`src/hw/rtl/cnrc_pkg.sv`:
```
// ----------------------------------------------------------------------------
// cnrc_pkg
// shared types, constants and helpers of the nearest reference color classifier
// ----------------------------------------------------------------------------
package cnrc_pkg;

    // channel and field widths fixed by the item format
    localparam int SAMPLE_W     = 16;
    localparam int THR_W        = 16;
    localparam int RGB_W        = 48;
    localparam int CLASS_W      = 3;
    localparam int DIST_OUT_W   = 18;
    localparam int CFG_DATA_W   = 48;
    localparam int CFG_INDEX_W  = 3;
    localparam int NUM_CH       = 3;

    // presence compare runs on signed values one bit wider than baseline + threshold
    localparam int CMP_W        = THR_W + 2;

    // defaults handed to the top level parameters
    localparam int NUM_CLASSES_DEF  = 5;
    localparam int CHANNEL_BITS_DEF = 16;

    // reference storage is always present for every class register
    localparam int REG_SLOTS    = 5;
    localparam int SLOT_W       = $clog2(REG_SLOTS);

    // register reset values
    localparam logic [THR_W-1:0] THR_RESET      = THR_W'(25);
    localparam logic [RGB_W-1:0] BASELINE_RESET = {16'd106, 16'd79, 16'd68};
    localparam logic [RGB_W-1:0] REF_RESET      = '0;

    // largest class index the result can carry
    localparam logic [CLASS_W-1:0] CLASS_MAX = CLASS_W'(REG_SLOTS - 1);

    // configuration register indexes
    typedef enum logic [CFG_INDEX_W-1:0] {
        CFG_THRESHOLD = 3'd0,
        CFG_BASELINE  = 3'd1,
        CFG_REF0      = 3'd2,
        CFG_REF1      = 3'd3,
        CFG_REF2      = 3'd4,
        CFG_REF3      = 3'd5,
        CFG_REF4      = 3'd6
    } cfg_index_t;

    // channel order inside a packed color
    typedef enum logic [1:0] {
        CH_RED   = 2'd0,
        CH_GREEN = 2'd1,
        CH_BLUE  = 2'd2
    } channel_t;

    // control that travels with each pipeline stage
    typedef struct packed {
        logic valid;
        logic present;
    } cnrc_stage_ctl_t;

    // one channel of a packed color, red in the top slice
    function automatic logic [SAMPLE_W-1:0] chan_of(input logic [RGB_W-1:0] packed_rgb,
                                                     input channel_t ch);
        logic [SAMPLE_W-1:0] res;
        begin
            case (ch)
                CH_RED:   res = packed_rgb[47:32];
                CH_GREEN: res = packed_rgb[31:16];
                CH_BLUE:  res = packed_rgb[15:0];
                default:  res = '0;
            endcase
            return res;
        end
    endfunction

endpackage

```
`src/hw/rtl/cnrc_if.sv`:
```
// ----------------------------------------------------------------------------
// cnrc_if
// valid/ready channels for sample items and result items
// ----------------------------------------------------------------------------
interface cnrc_sample_if;
    import cnrc_pkg::*;

    logic                valid;
    logic                ready;
    logic [SAMPLE_W-1:0] sample_red;
    logic [SAMPLE_W-1:0] sample_green;
    logic [SAMPLE_W-1:0] sample_blue;

    modport source (output valid, output sample_red, output sample_green,
                    output sample_blue, input ready);
    modport sink   (input valid, input sample_red, input sample_green,
                    input sample_blue, output ready);
endinterface

interface cnrc_result_if;
    import cnrc_pkg::*;

    logic                  valid;
    logic                  ready;
    logic                  object_present;
    logic [CLASS_W-1:0]    best_class;
    logic [DIST_OUT_W-1:0] best_distance;

    modport source (output valid, output object_present, output best_class,
                    output best_distance, input ready);
    modport sink   (input valid, input object_present, input best_class,
                    input best_distance, output ready);
endinterface

```
`src/hw/rtl/cnrc_front.sv`:
```
// ----------------------------------------------------------------------------
// cnrc_front
// stage 1: presence test against the baseline and per-channel absolute differences
// ----------------------------------------------------------------------------
module cnrc_front #(
    parameter int NUM_CLASSES  = cnrc_pkg::NUM_CLASSES_DEF,
    parameter int CHANNEL_BITS = cnrc_pkg::CHANNEL_BITS_DEF
) (
    input  logic                                   clk,
    input  logic                                   rst_n,
    input  logic                                   en,
    input  logic                                   in_valid,
    input  logic [cnrc_pkg::SAMPLE_W-1:0]          sample_red,
    input  logic [cnrc_pkg::SAMPLE_W-1:0]          sample_green,
    input  logic [cnrc_pkg::SAMPLE_W-1:0]          sample_blue,
    input  logic [cnrc_pkg::THR_W-1:0]             threshold,
    input  logic [cnrc_pkg::RGB_W-1:0]             baseline,
    input  logic [cnrc_pkg::RGB_W-1:0]             refs [cnrc_pkg::REG_SLOTS],
    output cnrc_pkg::cnrc_stage_ctl_t              ctl_reg,
    output logic [CHANNEL_BITS-1:0]                absd_reg [NUM_CLASSES][cnrc_pkg::NUM_CH]
);
    import cnrc_pkg::*;

    logic [CHANNEL_BITS-1:0] rd       [NUM_CH];
    logic [CHANNEL_BITS-1:0] absd_next [NUM_CLASSES][NUM_CH];
    logic                    present;
    logic signed [CMP_W-1:0] rd_s, hi_s, lo_s;
    logic [SAMPLE_W-1:0]     chan_full;
    logic [CHANNEL_BITS-1:0] ref_ch, base_ch;
    cnrc_stage_ctl_t         ctl_next;

    always_comb
    begin
        rd[0] = sample_red[CHANNEL_BITS-1:0];
        rd[1] = sample_green[CHANNEL_BITS-1:0];
        rd[2] = sample_blue[CHANNEL_BITS-1:0];

        // signed window baseline +/- threshold, low edge may go negative
        present = 1'b0;
        for (int c = 0; c < NUM_CH; c++)
        begin
            chan_full = chan_of(baseline, channel_t'(c));
            base_ch   = chan_full[CHANNEL_BITS-1:0];
            rd_s      = signed'(CMP_W'(rd[c]));
            hi_s      = signed'(CMP_W'(base_ch)) + signed'(CMP_W'(threshold));
            lo_s      = signed'(CMP_W'(base_ch)) - signed'(CMP_W'(threshold));
            if (rd_s > hi_s || rd_s < lo_s)
                present = 1'b1;
        end

        for (int k = 0; k < NUM_CLASSES; k++)
        begin
            for (int c = 0; c < NUM_CH; c++)
            begin
                chan_full = chan_of(refs[k], channel_t'(c));
                ref_ch    = chan_full[CHANNEL_BITS-1:0];
                absd_next[k][c] = (rd[c] >= ref_ch) ? rd[c] - ref_ch : ref_ch - rd[c];
            end
        end

        ctl_next.valid   = in_valid;
        ctl_next.present = present;
    end

    always_ff @(posedge clk or negedge rst_n)
    begin
        if (!rst_n)
            ctl_reg <= '0;
        else if (en)
            ctl_reg <= ctl_next;
    end

    always_ff @(posedge clk)
    begin
        if (en && in_valid)
            absd_reg <= absd_next;
    end

endmodule

```
`src/hw/rtl/cnrc_dist.sv`:
```
// ----------------------------------------------------------------------------
// cnrc_dist
// stage 2: L1 distance per reference class
// ----------------------------------------------------------------------------
module cnrc_dist #(
    parameter int NUM_CLASSES  = cnrc_pkg::NUM_CLASSES_DEF,
    parameter int CHANNEL_BITS = cnrc_pkg::CHANNEL_BITS_DEF
) (
    input  logic                      clk,
    input  logic                      rst_n,
    input  logic                      en,
    input  cnrc_pkg::cnrc_stage_ctl_t ctl_in,
    input  logic [CHANNEL_BITS-1:0]   absd [NUM_CLASSES][cnrc_pkg::NUM_CH],
    output cnrc_pkg::cnrc_stage_ctl_t ctl_reg,
    output logic [CHANNEL_BITS+1:0]   dist_reg [NUM_CLASSES]
);
    import cnrc_pkg::*;

    localparam int DIST_W = CHANNEL_BITS + 2;

    logic [DIST_W-1:0] dist_next [NUM_CLASSES];

    always_comb
    begin
        for (int k = 0; k < NUM_CLASSES; k++)
            dist_next[k] = DIST_W'(absd[k][0]) + DIST_W'(absd[k][1]) + DIST_W'(absd[k][2]);
    end

    always_ff @(posedge clk or negedge rst_n)
    begin
        if (!rst_n)
            ctl_reg <= '0;
        else if (en)
            ctl_reg <= ctl_in;
    end

    // only present items need their distances
    always_ff @(posedge clk)
    begin
        if (en && ctl_in.valid && ctl_in.present)
            dist_reg <= dist_next;
    end

endmodule

```
`src/hw/rtl/cnrc_min.sv`:
```
// ----------------------------------------------------------------------------
// cnrc_min
// stage 3: nearest class search and result register
// ----------------------------------------------------------------------------
module cnrc_min #(
    parameter int NUM_CLASSES  = cnrc_pkg::NUM_CLASSES_DEF,
    parameter int CHANNEL_BITS = cnrc_pkg::CHANNEL_BITS_DEF
) (
    input  logic                              clk,
    input  logic                              rst_n,
    input  logic                              en,
    input  cnrc_pkg::cnrc_stage_ctl_t         ctl_in,
    input  logic [CHANNEL_BITS+1:0]           l1_sum [NUM_CLASSES],
    output logic                              valid_reg,
    output logic                              present_reg,
    output logic [cnrc_pkg::CLASS_W-1:0]      class_reg,
    output logic [cnrc_pkg::DIST_OUT_W-1:0]   distance_reg
);
    import cnrc_pkg::*;

    localparam int DIST_W = CHANNEL_BITS + 2;

    logic [DIST_W-1:0]     best_d;
    logic [CLASS_W-1:0]    best_k;
    logic [CLASS_W-1:0]    class_next;
    logic [DIST_OUT_W-1:0] distance_next;

    // strict less-than keeps the lowest index on a tie
    always_comb
    begin
        best_d = l1_sum[0];
        best_k = '0;
        for (int k = 1; k < NUM_CLASSES; k++)
        begin
            if (l1_sum[k] < best_d)
            begin
                best_d = l1_sum[k];
                best_k = CLASS_W'(k);
            end
        end
        class_next    = ctl_in.present ? best_k : '0;
        distance_next = ctl_in.present ? DIST_OUT_W'(best_d) : '0;
    end

    always_ff @(posedge clk or negedge rst_n)
    begin
        if (!rst_n)
            valid_reg <= 1'b0;
        else if (en)
            valid_reg <= ctl_in.valid;
    end

    always_ff @(posedge clk)
    begin
        if (en && ctl_in.valid)
        begin
            present_reg  <= ctl_in.present;
            class_reg    <= class_next;
            distance_reg <= distance_next;
        end
    end

endmodule

```
`src/hw/rtl/color_nearest_reference_classifier.sv`:
```
// ----------------------------------------------------------------------------
// color_nearest_reference_classifier
// flags an object when a color reading leaves the empty-slot window and names
// the nearest of the reference colors by L1 distance
// ----------------------------------------------------------------------------
// pipeline: three register stages (front, dist, min), the result registered in min
// throughput: one item per cycle unless the result side stalls, set by the three-stage register pipeline
// stalls back up stage by stage; an empty stage still takes an item
// reset: pipeline empty, threshold 25, baseline 106/79/68, references zero
// ----------------------------------------------------------------------------
module color_nearest_reference_classifier #(
    parameter int NUM_CLASSES  = cnrc_pkg::NUM_CLASSES_DEF,
    parameter int CHANNEL_BITS = cnrc_pkg::CHANNEL_BITS_DEF
) (
    input  logic                              clk,
    input  logic                              rst_n,
    input  logic                              cfg_we,
    input  logic [cnrc_pkg::CFG_INDEX_W-1:0]  cfg_index,
    input  logic [cnrc_pkg::CFG_DATA_W-1:0]   cfg_data,
    cnrc_sample_if.sink                       sample,
    cnrc_result_if.source                     result
);
    import cnrc_pkg::*;

    localparam int DIST_W = CHANNEL_BITS + 2;

    // configuration registers
    logic [THR_W-1:0] threshold_reg;
    logic [RGB_W-1:0] baseline_reg;
    logic [RGB_W-1:0] ref_reg [REG_SLOTS];

    // stage control and payload
    cnrc_stage_ctl_t         ctl1, ctl2;
    logic [CHANNEL_BITS-1:0] absd [NUM_CLASSES][NUM_CH];
    logic [DIST_W-1:0]       l1_sum [NUM_CLASSES];
    logic                    out_valid;

    // per-stage advance: a stage moves when it is empty or the next one moves
    logic en1, en2, en3;

    assign en3 = !out_valid || result.ready;
    assign en2 = !ctl2.valid || en3;
    assign en1 = !ctl1.valid || en2;

    assign sample.ready = en1;
    assign result.valid = out_valid;

    // register writes; indexes past the last reference are dropped
    always_ff @(posedge clk or negedge rst_n)
    begin
        if (!rst_n)
        begin
            threshold_reg <= THR_RESET;
            baseline_reg  <= BASELINE_RESET;
            for (int i = 0; i < REG_SLOTS; i++)
                ref_reg[i] <= REF_RESET;
        end
        else if (cfg_we)
        begin
            case (cfg_index)
                CFG_THRESHOLD: threshold_reg <= cfg_data[THR_W-1:0];
                CFG_BASELINE:  baseline_reg  <= cfg_data[RGB_W-1:0];
                CFG_REF0, CFG_REF1, CFG_REF2, CFG_REF3, CFG_REF4:
                    ref_reg[SLOT_W'(cfg_index - CFG_REF0)] <= cfg_data[RGB_W-1:0];
                default: ;
            endcase
        end
    end

    // stage 1: window test and channel differences
    cnrc_front #(
        .NUM_CLASSES  (NUM_CLASSES),
        .CHANNEL_BITS (CHANNEL_BITS)
    ) u_front (
        .clk          (clk),
        .rst_n        (rst_n),
        .en           (en1),
        .in_valid     (sample.valid),
        .sample_red   (sample.sample_red),
        .sample_green (sample.sample_green),
        .sample_blue  (sample.sample_blue),
        .threshold    (threshold_reg),
        .baseline     (baseline_reg),
        .refs         (ref_reg),
        .ctl_reg      (ctl1),
        .absd_reg     (absd)
    );

    // stage 2: distance sums
    cnrc_dist #(
        .NUM_CLASSES  (NUM_CLASSES),
        .CHANNEL_BITS (CHANNEL_BITS)
    ) u_dist (
        .clk      (clk),
        .rst_n    (rst_n),
        .en       (en2),
        .ctl_in   (ctl1),
        .absd     (absd),
        .ctl_reg  (ctl2),
        .dist_reg (l1_sum)
    );

    // stage 3: nearest class, feeds the result channel directly
    cnrc_min #(
        .NUM_CLASSES  (NUM_CLASSES),
        .CHANNEL_BITS (CHANNEL_BITS)
    ) u_min (
        .clk          (clk),
        .rst_n        (rst_n),
        .en           (en3),
        .ctl_in       (ctl2),
        .l1_sum       (l1_sum),
        .valid_reg    (out_valid),
        .present_reg  (result.object_present),
        .class_reg    (result.best_class),
        .distance_reg (result.best_distance)
    );

endmodule

```
`src/flat_wrapper.sv`:
```
// flat-port wrapper written by rule: the top's interface ports become plain ports
module color_nearest_reference_classifier_flat import cnrc_pkg::*;
#(
    parameter int NUM_CLASSES  = cnrc_pkg::NUM_CLASSES_DEF,
    parameter int CHANNEL_BITS = cnrc_pkg::CHANNEL_BITS_DEF
)
  (clk, rst_n, cfg_we, cfg_index, cfg_data, sample_valid, sample_sample_red, sample_sample_green, sample_sample_blue, sample_ready, result_valid, result_object_present, result_best_class, result_best_distance, result_ready);
  cnrc_sample_if sample_i ();
  cnrc_result_if result_i ();
  input  logic clk;
  input  logic rst_n;
  input  logic cfg_we;
  input  logic [cnrc_pkg::CFG_INDEX_W-1:0] cfg_index;
  input  logic [cnrc_pkg::CFG_DATA_W-1:0] cfg_data;
  input wire logic [$bits(sample_i.valid)-1:0] sample_valid;
  input wire logic [$bits(sample_i.sample_red)-1:0] sample_sample_red;
  input wire logic [$bits(sample_i.sample_green)-1:0] sample_sample_green;
  input wire logic [$bits(sample_i.sample_blue)-1:0] sample_sample_blue;
  output wire logic [$bits(sample_i.ready)-1:0] sample_ready;
  output wire logic [$bits(result_i.valid)-1:0] result_valid;
  output wire logic [$bits(result_i.object_present)-1:0] result_object_present;
  output wire logic [$bits(result_i.best_class)-1:0] result_best_class;
  output wire logic [$bits(result_i.best_distance)-1:0] result_best_distance;
  input wire logic [$bits(result_i.ready)-1:0] result_ready;
  assign sample_i.valid = sample_valid;
  assign sample_i.sample_red = sample_sample_red;
  assign sample_i.sample_green = sample_sample_green;
  assign sample_i.sample_blue = sample_sample_blue;
  assign sample_ready = sample_i.ready;
  assign result_valid = result_i.valid;
  assign result_object_present = result_i.object_present;
  assign result_best_class = result_i.best_class;
  assign result_best_distance = result_i.best_distance;
  assign result_i.ready = result_ready;
  color_nearest_reference_classifier #(.NUM_CLASSES(NUM_CLASSES), .CHANNEL_BITS(CHANNEL_BITS)) u_core (.clk(clk), .rst_n(rst_n), .cfg_we(cfg_we), .cfg_index(cfg_index), .cfg_data(cfg_data), .sample(sample_i), .result(result_i));
endmodule
```
`config.mk`:
```
export PLATFORM = sky130hd
export DESIGN_NAME = color_nearest_reference_classifier_flat
export DESIGN_NICKNAME = d
export VERILOG_FILES = /design/src/hw/rtl/cnrc_pkg.sv /design/src/hw/rtl/cnrc_if.sv /design/src/hw/rtl/cnrc_front.sv /design/src/hw/rtl/cnrc_dist.sv /design/src/hw/rtl/cnrc_min.sv /design/src/hw/rtl/color_nearest_reference_classifier.sv /design/src/flat_wrapper.sv
export SDC_FILE = /design/constraint.sdc
export NUM_CORES = 2
export LEC_CHECK = 0
export ABC_CLOCK_PERIOD_IN_PS = 14230
export BUFFER_PORTS_ARGS = -buffer_cell sky130_fd_sc_hd__buf_2
export CORE_ASPECT_RATIO = 1.4
export CORE_MARGIN = 2
export CORE_UTILIZATION = 50
export CTS_CLUSTER_DIAMETER = 150
export DETAILED_ROUTE_END_ITERATION = 12
export GPL_ROUTABILITY_DRIVEN = 0
export HOLD_SLACK_MARGIN = 0.05
export PLACE_DENSITY_LB_ADDON = 0.08
export SKIP_LAST_GASP = 1
export SLEW_MARGIN = 0
export SYNTH_ARGS = -nofsm -noshare
export SYNTH_HDL_FRONTEND = slang
export SYNTH_HIERARCHICAL = 1
export SYNTH_SLANG_ARGS = --single-unit
```
`constraint.sdc`:
```
create_clock -name clk -period 14.23 [get_ports clk]
set_input_delay 0.7115 -clock clk [delete_from_list [all_inputs] [get_ports clk]]
set_output_delay 0.7115 -clock clk [all_outputs]
set_load 0.02 [all_outputs]
```
======== Word-level counts from Yosys, hierarchy flattened ========
Cells that the tools add are included.
storage, ports and cells
  bits in registers ....................... 661
  input port bits ......................... 104
cells by class
  add/sub/neg operators ................... 47
  magnitude comparators ................... 27
  eq/ne operators ......................... 6
  mux-type cells .......................... 29
  bitwise gates (word level) .............. 2
  reductions and logical operators ........ 20
operator list
  kind                                                                           number
  16-bit subtractor                                                              30
  240-bit bitwise mux                                                            1
  16-bit >= comparator                                                           15
  16-bit 2-to-1 mux                                                              15
  48-bit demux with 3-bit select                                                 1
  16-bit by 16-bit adder with 17-bit output                                      8
  17-bit by 16-bit adder with 18-bit output                                      4
  18-bit less-than comparator                                                    4
  18-bit 2-to-1 mux                                                              4
  17-bit less-than comparator                                                    3
  16-bit by 16-bit subtractor with 17-bit output                                 3
  48-bit 2-to-1 mux                                                              1
  16-bit by 17-bit > comparator with 1-bit output                                2
  18-bit by 16-bit adder with 18-bit output                                      1
  17-bit by 18-bit > comparator with 1-bit output                                1
  3-bit == test (second input constant)                                          3
  3-bit 2-to-1 mux                                                               3
  3-bit by 2-bit == test with 1-bit output (second input constant)               2
  1-bit logical OR                                                               6
  2-bit AND reduction                                                            3
  1-bit logical AND                                                              5
  5-bit OR reduction                                                             1
  4-bit >= comparator (second input constant)                                    1
  4-bit by 1-bit less-than comparator with 1-bit output (second input constant)  1
  8 further kinds                                                                13

======== Depth between registers and ports, before layout ========
  word-level depth ........................ 8
  depth in mapped cells ................... 51
  gate-level depth less buffers ........... 43

======== By module ========
The synthesis kept the hierarchy.
modules (own cells, without submodules)
  module                              times used  cells an instance  area an instance (um^2)
  cnrc_front                          1           4116               34937.3
  color_nearest_reference_classifier  1           649                11638.7
  cnrc_dist                           1           691                8039.0
  cnrc_min                            1           413                3524.6

======== Least setup slack after synthesis ========
Ideal clock, no wire load.
  path type ............................... register -> register
  from .................................... reg u_core/u_dist/dist_reg[61] (netlist name)
  to ...................................... reg u_core/u_min/distance_reg[10] (netlist name) (data pin)
  arrival time ............................ 8656 ps
  data required time ...................... 13950 ps
  slack ................................... 5295 ps
  stages on the path, launching flop included .. 49
  path buffers ............................ 8
  period minus slack after synthesis ...... 8935 ps
  cells stage by stage .................... edfxtp_1 -> ha_1 -> a21o_1 -> a221o_1 -> a21oi_1 -> o211a_1 -> buf_6 -> clkbuf_1 -> a21oi_1 -> ha_1 -> a21o_1 -> a21o_1 -> a211oi_1 -> o2111a_1 -> nor4b_4 -> a211o_1 -> buf_2 -> clkbuf_1 -> (+13 left out) -> buf_6 -> buf_4 -> mux2i_1 -> ha_1 -> a21o_1 -> a21o_1 -> a21o_1 -> a21o_1 -> a21o_1 -> a21oi_1 -> nor2_1 -> o22ai_1 -> nand3_1 -> o21a_1 -> buf_2 -> buf_6 -> a21oi_2 -> a211oi_2
between the ends
  word-level cells in the longest chain between the ends .. 8
ends and longest elaborated chain
  element                      RTL line         source
  start: declaration           cnrc_dist.sv:15  output logic [CHANNEL_BITS+1:0] dist_reg [NUM_CLASSES]
  start signal: assignment     cnrc_dist.sv:41  dist_reg <= dist_next;
  18-bit less-than comparator  cnrc_min.sv:35   if (l1_sum[k] < best_d)
  18-bit 2-to-1 mux *          cnrc_min.sv:35
  18-bit less-than comparator  cnrc_min.sv:35
  18-bit 2-to-1 mux *          cnrc_min.sv:35
  18-bit less-than comparator  cnrc_min.sv:35
  18-bit 2-to-1 mux *          cnrc_min.sv:35
  18-bit less-than comparator  cnrc_min.sv:35
  18-bit 2-to-1 mux *          cnrc_min.sv:35
  end signal: assignment       cnrc_min.sv:59   distance_reg <= distance_next;
  end: declaration             cnrc_min.sv:17   output logic [cnrc_pkg::DIST_OUT_W-1:0] distance_reg
Every way passes the cells marked *; elsewhere a longest branch is shown, timed or not.
A chain may end at the register's enable or synchronous reset.

======== Worst setup path after layout ========
  from .................................... reg u_core/u_dist/dist_reg[61] (netlist name)
  to ...................................... reg u_core/u_min/distance_reg[2] (netlist name) (data pin)
The elaborated chain is that of the path after synthesis.

==> out/results.tsv <==
stage	metric	value	unit
drt	Vias	45300	
floorplanning	Rows	148	
logic_synthesis	Post-Syn Area per Cell	9.91	µm²
logic_synthesis	Warnings, synthesis	6	
global_routing	total global routing overflow	0	
worst_setup_path	worst reg2reg setup slack	3.31	ns
clocking	Post-CTS Hold Buffers	0	
worst_setup_path	CP Class	register to register	
timing	Final TNS setup	0	ns
worst_setup_path	CP arrival	11.30	ns
power	LEAKAGE	28.7	nW
place	Placed Area	60000	µm²
drt	Pre-antenna DRT Iters	6	
worst_setup_path	CP bufs+invs	3	
clocking	worst skew pair latency	0.69	ns
drt	Residual DRC	0	
global_routing	first-pass GRT wire length	290000	µm
place	pre-CTS setup slack	3.47	ns
power	Seq pwr share	23.1	%
logic_synthesis	synth unique cells	107	
flow_run	# Max-Cap Violations	0	
worst_setup_path	CP startpoint	u_core/u_dist/dist_reg[61]$_DFFE_PP_	
power	internal power	8.73	mW
worst_setup_path	Worst setup EP type	register	
worst_hold_path	Hold Path Class	primary input to asynchronous set/reset pin	
power	Clock Power Share	12.5	%
drt	Detail Route Antenna Nets	0	
worst_setup_path	slowest stage delay, CP	0.97	ns
timing	Tmin final	10.92	ns
floorplanning	Die ar.	119000	µm²
timing	RSZ-0062 raised after global routing	no	
floorplanning	die height	407	µm
place	port buffer count	127	
logic_synthesis	sequential area share after synthesis	31.5	%
power	Psw	8.08	mW
power	combinational share of power	64.4	%
floorplanning	Die X	292	µm
worst_setup_path	worst setup path endpoint	u_core/u_min/distance_reg[2]$_SDFFCE_PN0P_	
finish	register area	18300	µm²
worst_setup_path	Top delay family on crit path	compound AO/OA/AOI/OAI gates	
drt	routed wire length	200000	µm
finish	post-route cell area	62600	µm²
worst_setup_path	critical-path maximum fanout	37	
worst_setup_path	CP max stage cell	o211a_1	
global_routing	largest net degree at the start of global routing	179	
logic_synthesis	Synth Flop Type	edfxtp_1	
drt	Via-to-Cell Ratio	6.06	
finish	fillers	10500	
logic_synthesis	synthesized flop and latch total	661	
logic_synthesis	Synth async-reset ratio	46.7	%
power	maximum vdd drop	277	µV
drt	DR iter-0 viols	4057	
power	Cell Pwr Density	268	nW/µm²
worst_setup_path	worst-case reg-to-reg path depth	43	
worst_setup_path	CP required	14.61	ns
clocking	CTS buffer count	76	
finish	Final #Nets	6926	
timing	relative slew slack	22.6	%
clocking	clk root buf	clkbuf_16	
timing	fmax	0.0916	GHz
status	status	complete, no violations	
clocking	clock slew at reported path FFs	0.06	ns
clocking	H-tree depth	3	
worst_setup_path	Critical Path Stages	43	
drt	per-cell routed wire length	26.7	µm
finish	post-layout util	54.1	%
clocking	Resized cells post-CTS	0	
timing	clock skew	0.0264	ns
worst_setup_path	r2r startpoint	u_core/u_dist/dist_reg[61]$_DFFE_PP_	
worst_setup_path	startpoint types	register	
floorplanning	Boundary Pins	128	
timing	worst setup margin	3.31	ns
timing	fin. max-slew vios	0	
floorplanning	core area	116000	µm²
finish	synth-to-layout area growth	7.70	%
clocking	Sink Count	661	
logic_synthesis	Post-synth EDFFs	352	
timing	Slew @ Worst Pin	1.16	ns
global_routing	GRT Resource Usage Total	33.1	%
worst_setup_path	r2r endpoint	u_core/u_min/distance_reg[2]$_SDFFCE_PN0P_	
clocking	# Post-CTS Setup Buffers	0	
finish	layout cell share with drive strength beyond 1	11.4	%
logic_synthesis	Netlist Area Pre-Place	58100	µm²
power	switching share of power	48.1	%
clocking	CTS tree	built	
logic_synthesis	Cells after Synth	5869	
finish	final non-filler cell total	7472	
timing	Final Hold Violating Endpoints	0	
floorplanning	Initial Utilization	50.2	%
worst_setup_path	CP most frequent cell	a21o_1	
global_routing	initial antenna violation count	16	
place	Placed Cells	7329	
timing	post-route clock period utilization	76.7	%
timing	Final Setup Violations	0	
logic_synthesis	Net Count, Synth	6888	
finish	multi-input logic area	36800	µm²
clocking	Max clock buf depth	3	
place	post-detail-place hpwl	158000	µm
global_routing	vias in the first global route	44600	
[power by group through the flow]
| stage | clock network (mW) | logic, mW | registers (mW) |
|---|---|---|---|
| 6_report | 2.11 | 10.8 | 3.88 |
| 5_1_grt | 2.21 | 11.9 | 3.92 |
| 4_1_cts | 2.14 | 10.7 | 3.89 |
| 3_5_place_dp | 0 | 10.6 | 3.92 |
| 3_3_place_gp | 0 | 10.5 | 3.92 |
| 2_1_floorplan | 0 | 7.95 | 3.55 |
[placed cells by master (no fill, tap or decap), types with 134 or more instances in the layout]
cell type / instances
dfrtp_1: 295
mux2i_1: 134
xnor2_1: 236
a21oi_1: 553
o21ai_0: 278
inv_1: 555
ha_1: 794
edfxtp_1: 352
mux2_2: 226
nand2_1: 276
a21o_1: 255
nor2_1: 258
[synthesized netlist by cell type (13+ instances only)]
| master | instances | area (µm²) |
|---|---|---|
| mux2i_1 | 134 | 1340 |
| dfstp_2 | 14 | 368 |
| buf_6 | 27 | 304 |
| and2_1 | 21 | 131 |
| xnor2_1 | 236 | 2070 |
| o21ai_0 | 279 | 1400 |
| o21ai_1 | 39 | 195 |
| nand3b_1 | 13 | 97.6 |
| a221oi_1 | 26 | 228 |
| nor2b_1 | 102 | 638 |
| mux2_2 | 226 | 2540 |
| a211oi_1 | 49 | 368 |
| o211ai_1 | 32 | 240 |
| nand2b_1 | 87 | 544 |
| a31oi_1 | 51 | 319 |
| mux2_1 | 61 | 687 |
| o21a_1 | 42 | 315 |
| buf_2 | 24 | 120 |
| nor2_1 | 260 | 976 |
| mux2_4 | 61 | 916 |
| a2111oi_0 | 14 | 123 |
| inv_1 | 555 | 2080 |
| nand4_1 | 62 | 388 |
| and3_1 | 22 | 138 |
| edfxtp_1 | 352 | 10600 |
| nor3_1 | 60 | 300 |
| nand3_1 | 74 | 370 |
| ha_1 | 794 | 9930 |
| a21o_1 | 255 | 1910 |
| o31ai_1 | 20 | 150 |
| a31o_2 | 14 | 123 |
| xor2_1 | 116 | 1020 |
| or3_1 | 16 | 100 |
| a21oi_1 | 553 | 2770 |
| a221o_1 | 13 | 130 |
| a211o_1 | 23 | 201 |
| nand2_1 | 276 | 1040 |
| dfrtp_1 | 295 | 7380 |
| a21boi_0 | 18 | 135 |
| fa_1 | 121 | 2420 |
| clkbuf_1 | 139 | 522 |
| o21bai_1 | 66 | 495 |
[worst min-delay path by stage]
stage                               startpoint                                   to  slack, ns  depth (start not counted)
2_1_floorplan                            rst_n   u_core/baseline_reg[0]$_DFFE_PN0P_       0.42                          0
6_report                                 rst_n  u_core/baseline_reg[32]$_DFFE_PN0P_       0.03                          1
3_5_place_dp   u_core/ref_reg[175]$_DFFE_PN0P_      u_core/ref_reg[175]$_DFFE_PN0P_       0.48                          1
5_1_grt                                  rst_n  u_core/baseline_reg[43]$_DFFE_PN0P_       0.07                          1
3_3_place_gp   u_core/ref_reg[175]$_DFFE_PN0P_      u_core/ref_reg[175]$_DFFE_PN0P_       0.47                          1
4_1_cts                                  rst_n  u_core/baseline_reg[32]$_DFFE_PN0P_       0.06                          1
[area by class of cell]
type | count | area share (%)
Clock buffer | 88 | 3.21
Antenna cell | 4 | 0.0160
Multi-Input combinational cell | 4449 | 58.7
Inverter | 556 | 3.33
Tap cell | 1500 | 3.00
Clock inverter | 51 | 0.959
Sequential cell | 661 | 29.3
Timing Repair Buffer | 163 | 1.48
[metrics by stage]
stage / total power [mW] / hold WS (ns)
floorplan: 11.5 / 0.416
global placement: 14.4 / 0.473
detailed placement: 14.5 / 0.482
CTS: 16.7 / 0.0559
global route: 18.0 / 0.0736
finish: 16.8 / 0.0268
[per-layer routing]
| metal | share of wire, % | track usage, % | up-vias |
|---|---|---|---|
| li1 | - | - | 21100 |
| met3 | 5.7 | 4.42 | 444 |
| met4 | 7.8 | 22.5 | 6 |
| met2 | 47 | 54.9 | 1566 |
| met1 | 40 | 40.1 | 22200 |
| met5 | 0.019 | 0 | - |
[worst register-to-register path: cells and delay by family (launching register included)]
family          cells  cell delay [ns]
compound gates     29             6.53
simple gates        6             1.54
fa+ha+maj           4             1.28
buf+inv             3             0.62
flops               1             0.39
mux                 1             0.28
[cell families (layout without fill, tap and decap cells)]
| kind of cell | count (synthesis) | after routing | share of synthesized area (%) |
|---|---|---|---|
| adder cells (fa/ha/maj) | 915 | 915 | 21.3 |
| XOR/XNOR | 352 | 352 | 5.30 |
| flip-flops | 661 | 661 | 31.5 |
| AND/OR/NAND/NOR | 1063 | 1063 | 9.17 |
| buffers and inverters | 759 | 858 | 5.33 |
| other | 0 | 4 | 0 |
| multiplexers | 482 | 482 | 9.44 |
| AO/OA/AOI/OAI | 1637 | 1637 | 18.0 |
(Power assumes the default switching activity.)
